### config.mk
export PLATFORM = sky130hd
export DESIGN_NAME = icfcm_lookup
export DESIGN_NICKNAME = d
export VERILOG_FILES = /design/src/design/icfcm_pkg.sv /design/src/design/icfcm_lookup.sv
export SDC_FILE = /design/constraint.sdc
export NUM_CORES = 1
export LEC_CHECK = 0
export BUFFER_PORTS_ARGS = -buffer_cell sky130_fd_sc_hd__buf_2
export CORE_UTILIZATION = 29
export DETAILED_ROUTE_END_ITERATION = 16
export GPL_ROUTABILITY_DRIVEN = 1
export PLACE_DENSITY = 0.84
export SYNTH_ARGS = -nofsm -noshare
export SYNTH_HDL_FRONTEND = slang
export SYNTH_SLANG_ARGS = --single-unit
### constraint.sdc
create_clock -name vclk -period 1.55
set_clock_uncertainty 0.05 [all_clocks]
set_input_delay 0.0775 -clock vclk [all_inputs]
set_output_delay 0.0775 -clock vclk [all_outputs]
set_load 0.05 [all_outputs]
### src/design/icfcm_pkg.sv
`timescale 1ns / 1ps
// ----------------------------------------------------------------------------
// icfcm_pkg: shared types and constants of the instruction cache cost model
// Fetch address width, line geometry, miss costs and the result record.
// ----------------------------------------------------------------------------
package icfcm_pkg;

   // fetch word address width
   localparam int ADDR_W = 30;

   // four words to a line
   localparam int LINE_WORDS = 4;
   localparam int OFF_W      = 2;

   // cycle charge width and costs
   localparam int CYC_W = 3;
   localparam logic [CYC_W-1:0] MISS_BASE_COST = 3'd3;
   localparam logic [CYC_W-1:0] UNCACHED_COST  = 3'd4;

   // first word address of the uncached region (byte address 0xA0000000)
   localparam logic [ADDR_W-1:0] UNCACHED_WORD = 30'h2800_0000;

   // one result item
   typedef struct packed {
      logic             hit;
      logic             clear_load_giveback;
      logic             uncached;
      logic [CYC_W-1:0] extra_cycles;
   } rsp_type;

endpackage

### src/design/icfcm_lookup.sv
`timescale 1ns / 1ps
// ----------------------------------------------------------------------------
// icfcm_lookup: hit check, miss classification and refill entry
// Compares the fetched line against the address and builds the result item
// and the new line contents on a cached miss.
// ----------------------------------------------------------------------------
module icfcm_lookup #(
   parameter int IDX_W = 10,
   parameter int TAG_W = 20
) (
   input  logic                                 enable,
   input  logic [icfcm_pkg::ADDR_W-1:0]         addr,
   input  logic [TAG_W+icfcm_pkg::LINE_WORDS-1:0] entry,
   output icfcm_pkg::rsp_type                   rsp,
   output logic                                 wr_en,
   output logic [TAG_W+icfcm_pkg::LINE_WORDS-1:0] wr_entry
);

   import icfcm_pkg::*;

   logic [TAG_W-1:0]      tag;
   logic [OFF_W-1:0]      off;
   logic [LINE_WORDS-1:0] line_valid;
   logic [TAG_W-1:0]      line_tag;
   logic                  match;
   logic                  in_uncached;
   logic [CYC_W-1:0]      fill_count;
   logic [LINE_WORDS-1:0] fill_mask;

   // split address and stored line
   assign tag        = addr[ADDR_W-1:IDX_W];
   assign off        = addr[OFF_W-1:0];
   assign line_valid = entry[TAG_W+LINE_WORDS-1:TAG_W];
   assign line_tag   = entry[TAG_W-1:0];

   assign match       = line_valid[off] && (line_tag == tag);
   assign in_uncached = (addr >= UNCACHED_WORD);

   // words from the fetch offset to the end of the line become valid
   assign fill_count = CYC_W'(LINE_WORDS) - CYC_W'(off);
   assign fill_mask  = LINE_WORDS'({LINE_WORDS{1'b1}} << off);

   // classify the item
   always_comb begin
      rsp      = '0;
      wr_en    = 1'b0;
      wr_entry = {fill_mask, tag};
      if (enable) begin
         if (match) begin
            rsp.hit = 1'b1;
         end else begin
            rsp.clear_load_giveback = 1'b1;
            if (in_uncached) begin
               rsp.uncached     = 1'b1;
               rsp.extra_cycles = UNCACHED_COST;
            end else begin
               rsp.extra_cycles = MISS_BASE_COST + fill_count;
               wr_en            = 1'b1;
            end
         end
      end
   end

endmodule

==> results.cfg, run 1 <==
[cells_and_area]
register_area_um2 = 0
syn2layout_area_growth_pct = 53.8
layout_commonest_cell = buf_2
fillers = 164
final_cell_mix = 75 x buf_2, 18 x xnor2_1, 5 x buf_4, 4 x nand4_1, 3 x a21oi_1
seq_cell_count = 0
n_clock_buffer = 0
fin_cells = 140
fin_nets = 181
drive_gt1_share_pct = 68.5
postLayoutCellArea_um2 = 787
antennaDiodeCount = 0

[setup_path]
start_kind = primary input
cpLargestDelayFamily = multiplexers
critPathKind = primary input to primary output
slowest_delay_ns = 0.48
critical_path_arrival_ns = 1.36
crit_required_ns = 1.42
crit_path_max_fanout = 6
slowest_stage = mux4_2
critical_path_buf_inv_count = 2
crit_top_cell = buf_2
crit_chain = buf_2 -> mux4_2 -> and4_1 -> a21oi_1 -> buf_2
endpoint_kind = primary output
critPathLaunch = addr[0]

[sta]
setup_viol = 0
fmax_ghz = 0.672
min_period_ns = 1.49
drv_slew = 0
final_hold_viol_count = 0
rsz0062_at_grt = no
finalCritPeriodShare_pct = 96.0

[placed_design]
dp_cells = 140
place.gp.congestion = 0.657
io_buffers = 77
dpl-instance-area_um2 = 782
place_hpwl_um = 1240

[route]
drt-pass1-iter-count = 9
ant_nets = 0
wl_per_cell_um = 9.26
drt-initial-drc-count = 8
vias = 598
wl_um = 1300
drc_errors = 6
viasPerCell = 4.27

[grt]
grt_pass1_wl_um = 1860
grt_pass1_vias = 521
grt_max_degree = 7
grt_use_total_pct = 11.9
grt_antenna_before_repair = 0
grt_remaining_overflow = 0

[floorplanning]
start_util_pct = 32.5
core_area_um2 = 1580
rows = 14
die_h_um = 44.0
fp.dieW_um = 44.0
pin_count = 86
die-area_um2 = 1940

[yosys]
ys_seq_area_share_pct = 0
syn_nets = 121
ys_types = 18
ys_warn_count = 0
syn_inst = 66
postSynthAreaPerCell_um2 = 7.75
syn_area_um2 = 512

[hold_path]
hp-start = addr[13]
hp-class = primary input to primary output
whs_path_depth = 2
min_to = wr_entry[3]

[power_and_ir_drop]
finalPower_mw = 0.344
peakVddDrop_mv = 0.229
power_density_nw_per_um2 = 437
p_leak_nw = 0.444

[run_status]
outcome = complete, but fails checks
violations = design-rule violations

[clocking]
cts_setup_buffers = 0
ctsHoldBuffers = 0

[run]
maxCapViolations = 0
[Yosys cell counts (all sizes together)]
library cell | number | share of area, %
nand4 | 4 | 4.9
nand3 | 1 | 0.98
a21oi | 4 | 3.9
nand2 | 2 | 1.5
and3 | 1 | 1.2
nor4 | 1 | 4.2
nand3b | 1 | 1.5
conb | 1 | 0.73
xor2 | 2 | 3.4
xnor2 | 18 | 31
o21ai | 1 | 0.98
buf | 23 | 34
nor2 | 2 | 1.5
a211oi | 1 | 2.4
inv | 2 | 1.5
mux4 | 1 | 4.4
and4 | 1 | 1.7
[kinds of logic (layout without fill, tap and decap cells)]
logic type | Yosys count | count (layout) | share of synthesized area (%)
xor+xnor | 20 | 20 | 34.2
simple gates | 13 | 13 | 17.4
compound gates | 6 | 6 | 7.33
buf+inv | 25 | 83 | 35.9
other cells | 1 | 1 | 0.733
mux | 1 | 1 | 4.40
[where the power goes]
group / internal (mW) / switching [mW] / leakage [nW]
sequential: 0 / 0 / 0
combinational: 0.121 / 0.223 / 0.444
clock: 0 / 0 / 0
total: 0.121 / 0.223 / 0.444
[worst max-delay path by stage]
stage / to / slack, ns / depth (start not counted)
after floorplan: rsp[0] / -0.17 / 4
after detailed placement: rsp[3] / 0.02 / 5
final: rsp[0] / 0.06 / 5
after global routing: wr_en / 0.008 / 7
after CTS: rsp[3] / 0.01 / 5
after global placement: rsp[3] / 0.06 / 5
[stage by stage]
stage | utilization (%) | hold WS, ns | worst slack (ns) | setup TNS, ns
2_1_floorplan | - | 0.272 | -0.169 | -0.621
5_1_grt | 49.9 | 0.420 | 0.00829 | 0
3_3_place_gp | 49.6 | 0.413 | 0.0561 | 0
6_report | 49.9 | 0.415 | 0.0626 | 0
3_5_place_dp | 49.6 | 0.415 | 0.0223 | 0
4_1_cts | 49.6 | 0.415 | 0.0134 | 0
[what timing repair did]
| item | in CTS | in global routing |
|---|---|---|
| hold endpoints to repair | 0 | 0 |
| endpoints found under the setup margin | 0 | 3 |
| resized for setup | 0 | 3 |
[layer usage]
layer / vias up / global-route usage [%] / share of wire (%) / routed length [um]
met2: 43 / 27.6 / 54 / 705
met5: - / 0 / 0 / 0
met3: 0 / 0 / 10 / 135
met1: 242 / 11.6 / 35 / 454
li1: 313 / - / - / -
met4: 0 / 0 / 0 / 0
[final cells by class]
cell class                      count  area [um2]  share of cell area [%]
Inverter                            2        7.51                   0.954
Tap cell                           16        20.0                    2.54
Timing Repair Buffer               81         420                    53.4
Multi-Input combinational cell     41         339                    43.1
(Power assumes the default switching activity.)
==> run 2, diff against run 1 <==
==> constraint.sdc (replaced) <==
create_clock -name vclk -period 1.55
set_clock_uncertainty 0.05 [all_clocks]
set_input_delay 0.2325 -clock vclk [all_inputs]
set_output_delay 0.2325 -clock vclk [all_outputs]
set_load 0.05 [all_outputs]
==> run 2 against run 1 <==
  * Power rose by 15%
  * The flow finishes with violations (design-rule violations, negative setup slack)
  * Critical endpoint is now rsp[3]
  * Die area is the same
  * Highest routed layer unchanged
  * Sequential cell count unchanged
  * Count of clock-buffer cells in the layout unchanged
  * Setup slack got worse by 0.23 ns
==> results.cfg, run 2 (same netlist as run 1, synthesis figures left out) <==
[route]
drt-initial-drc-count = 10
ant_nets = 0
drc_errors = 5
drt-pass1-iter-count = 10
drt-met1-wl_um = 475
top_layer = met3
wl_met2_um = 873
viasPerCell = 4.47
vias = 639
wl_met3_um = 180
wl_per_cell_um = 10.7
wl_um = 1530

[cells_and_area]
antennaDiodeCount = 0
layout_commonest_cell = buf_2
final_cell_mix = 64 x buf_2, 12 x xnor2_1, 12 x buf_6, 6 x xnor2_2, 6 x buf_4
fillers = 139
multi_input_area_um2 = 407
post-route-util_pct = 61.2
register_area_um2 = 0
syn2layout_area_growth_pct = 88.5
fin_nets = 184
n_clock_buffer = 0
seq_cell_count = 0
drive_gt1_share_pct = 78.0

[grt]
grt_pass1_vias = 550
grt_pass1_wl_um = 2170
grt_use_total_pct = 14.2
grt_antenna_before_repair = 0
grt_remaining_overflow = 0
grt_max_degree = 7

[floorplanning]
die-area_um2 = 1940
core_area_um2 = 1580
die_h_um = 44.0
start_util_pct = 32.5
rows = 14
fp.dieW_um = 44.0
pin_count = 86

[hold_path]
min_to = wr_entry[8]
whs_path_depth = 2
hp-start = addr[18]
hp-class = primary input to primary output

[run_status]
violations = design-rule violations, negative setup slack
outcome = complete, but fails checks

[sta]
min_period_ns = 1.72
final_hold_viol_count = 0
hold-worst-slack_ns = 0.708
drv_slew = 0
fmax_ghz = 0.581
rsz0062_at_grt = yes
finalCritPeriodShare_pct = 111
setup_slack_ns = -0.172
setup_viol = 7

[setup_path]
critical_path_arrival_ns = 1.44
crit_chain = buf_8 -> mux4_2 -> and4_4 -> a211oi_4 -> buf_6
start_kind = primary input
crit_required_ns = 1.27
critical_path_buf_inv_count = 2
cpLargestDelayFamily = multiplexers
critPathKind = primary input to primary output
slowest_delay_ns = 0.47
endpoint_kind = primary output
slowest_stage = mux4_2
crit_path_max_fanout = 6

[placed_design]
place.gp.congestion = 0.654
io_buffers = 77
place_hpwl_um = 1250

[power_and_ir_drop]
p_leak_nw = 0.517
peakVddDrop_mv = 0.208
finalPower_mw = 0.396
power_density_nw_per_um2 = 411

[run]
maxCapViolations = 0
run 2: metrics by stage:
step | TNS, ns | setup slack, ns | std cells | cell area (um2)
4_1_cts | -0.980 | -0.163 | 143 | 938
2_1_floorplan | -1.51 | -0.302 | 66 | 547
6_report | -0.847 | -0.172 | 143 | 965
3_5_place_dp | -2.20 | -0.394 | 142 | 817
3_3_place_gp | -1.96 | -0.341 | 142 | 817
5_1_grt | -1.50 | -0.225 | 143 | 965
run 2: what timing repair did:
item / in CTS / in global routing
hold buffers: 0 / 0
pin swaps: 5 / 5
endpoints found under the setup margin: 7 / 7
gates resized for setup: 28 / 4
buffers inserted: 1 / 0
run 2: final cells by class:
cell class                 count  share of cell area (%)
timing repair buffer          84                    55.0
multi-input combinational     41                    42.2
inverter                       2                   0.778
tap                           16                    2.08
run 2: per-layer routing:
metal	vias to the layer above	track usage [%]
met5	-	0
met4	0	0
met3	0	1.67
met2	43	31.8
met1	278	13.9
li1	318	-
run 2: worst max-delay path by stage:
| stage | from | endpoint | slack [ns] | cells past startpoint |
|---|---|---|---|---|
| 2_1_floorplan | addr[0] | rsp[4] | -0.30 | 5 |
| 3_3_place_gp | addr[0] | rsp[3] | -0.34 | 5 |
| 3_5_place_dp | addr[0] | rsp[3] | -0.39 | 5 |
| 4_1_cts | addr[0] | rsp[3] | -0.16 | 5 |
| 5_1_grt | addr[26] | rsp[2] | -0.23 | 7 |
| 6_report | addr[0] | rsp[3] | -0.17 | 5 |
run 2: power by group:
part / internal [mW] / total (mW) / switching [mW]
clock network: 0 / 0 / 0
logic: 0.158 / 0.396 / 0.239
registers: 0 / 0 / 0
total: 0.158 / 0.396 / 0.239
==> run 3, diff against run 2 <==
Settings changed: PLACE_DENSITY 0.84 to unset, PLACE_DENSITY_LB_ADDON set to 0.12, REMOVE_ABC_BUFFERS set to 1.
==> run 3 against run 2 <==
  * Setup slack improved by 0.017 ns
  * Sequential cell count did not move
  * Fmax rose by 1.0%
  * Count of clock-buffer cells in the layout did not move
  * Critical endpoint unchanged
  * The flow still finishes with violations (design-rule violations, negative setup slack)
  * Critical path type unchanged
==> results.cfg, run 3 (same netlist as run 1, synthesis figures left out) <==
[run_status]
outcome = complete, but fails checks
violations = design-rule violations, negative setup slack

[grt]
grt_use_total_pct = 14.8
top_usage_layer = met2
met1_usage_pct = 13.6
grt_antenna_before_repair = 0
grt_pass1_vias = 548
grt_max_degree = 6
grt_pass1_wl_um = 2220
grt_remaining_overflow = 0
use_met3_pct = 0
met2_usage_pct = 35.3

[setup_path]
critPathKind = primary input to primary output
crit_required_ns = 1.27
crit_top_cell = buf_6
critical_path_buf_inv_count = 2
slowest_stage = mux4_2
slowest_delay_ns = 0.47
start_kind = primary input
critical_path_arrival_ns = 1.42
cpLargestDelayFamily = multiplexers
crit_chain = buf_6 -> mux4_2 -> and4_4 -> a211oi_2 -> buf_6
endpoint_kind = primary output
crit_path_max_fanout = 4

[power_and_ir_drop]
p_leak_nw = 0.560
peakVddDrop_mv = 0.275
power_density_nw_per_um2 = 394
finalPower_mw = 0.416

[floorplanning]
start_util_pct = 32.5
core_area_um2 = 1580
die-area_um2 = 1940
die_h_um = 44.0
pin_count = 86
fp.dieW_um = 44.0
rows = 14

[route]
vias = 630
drt-pass1-iter-count = 9
wl_per_cell_um = 11.2
ant_nets = 0
wl_um = 1620
drt-initial-drc-count = 4
viasPerCell = 4.34
drc_errors = 4

[sta]
setup-tns-final_ns = -0.864
drv_slew = 0
min_period_ns = 1.70
rsz0062_at_grt = yes
setup_slack_ns = -0.154
setup_viol = 7
fmax_ghz = 0.587
finalCritPeriodShare_pct = 110
final_hold_viol_count = 0

[cells_and_area]
seq_cell_count = 0
n_clock_buffer = 0
fin_nets = 186
final_cell_mix = 56 x buf_2, 20 x buf_6, 10 x xnor2_1, 8 x xnor2_2, 8 x buf_4
drive_gt1_share_pct = 79.1
fillers = 142
syn2layout_area_growth_pct = 106
register_area_um2 = 0
antennaDiodeCount = 0
layout_commonest_cell = buf_2

[placed_design]
post-place-ws_ns = -0.275
place_hpwl_um = 1220
place.gp.congestion = 0.654
io_buffers = 77

[run]
maxCapViolations = 0

[hold_path]
hp-class = primary input to primary output
-- run 3: final timing paths --
check,start,to,slack (ns),cells after the start
setup / recovery,addr[0],rsp[3],-0.15,5
hold / removal,addr[24],wr_entry[14],0.71,2
-- run 3: layer usage --
layer,vias to the layer above,routed length [um]
li1,325,-
met1,273,554
met2,32,970
met3,0,97
met4,0,0
met5,-,0
-- run 3: through the flow --
stage,area [um2],hold slack (ns),cells,utilization [%]
6_report,1060,0.709,145,67.0
4_1_cts,1000,0.707,145,63.7
3_5_place_dp,801,0.724,144,50.8
2_1_floorplan,335,0.415,43,-
3_3_place_gp,801,0.724,144,50.8
5_1_grt,1060,0.712,145,67.0
-- run 3: repair_timing --
item                                    in CTS  in global routing
setup buffers                                1                  0
endpoints found under the setup margin       7                  7
gates cloned                                 0                  0
pin swaps                                   10                  9
gates resized for setup                     39                  8
hold buffers                                 0                  0
-- run 3: final cells by class --
cell class | count | area [um2] | area share [%]
repair buffers | 86 | 601 | 56.9
well taps | 16 | 20.0 | 1.90
inverters | 2 | 7.51 | 0.711
multi-input cells | 41 | 428 | 40.5
-- run 3: power breakdown --
part           switching [mW]  internal, mW  total (mW)
Clock                       0             0           0
Sequential                  0             0           0
Combinational           0.241         0.176       0.416
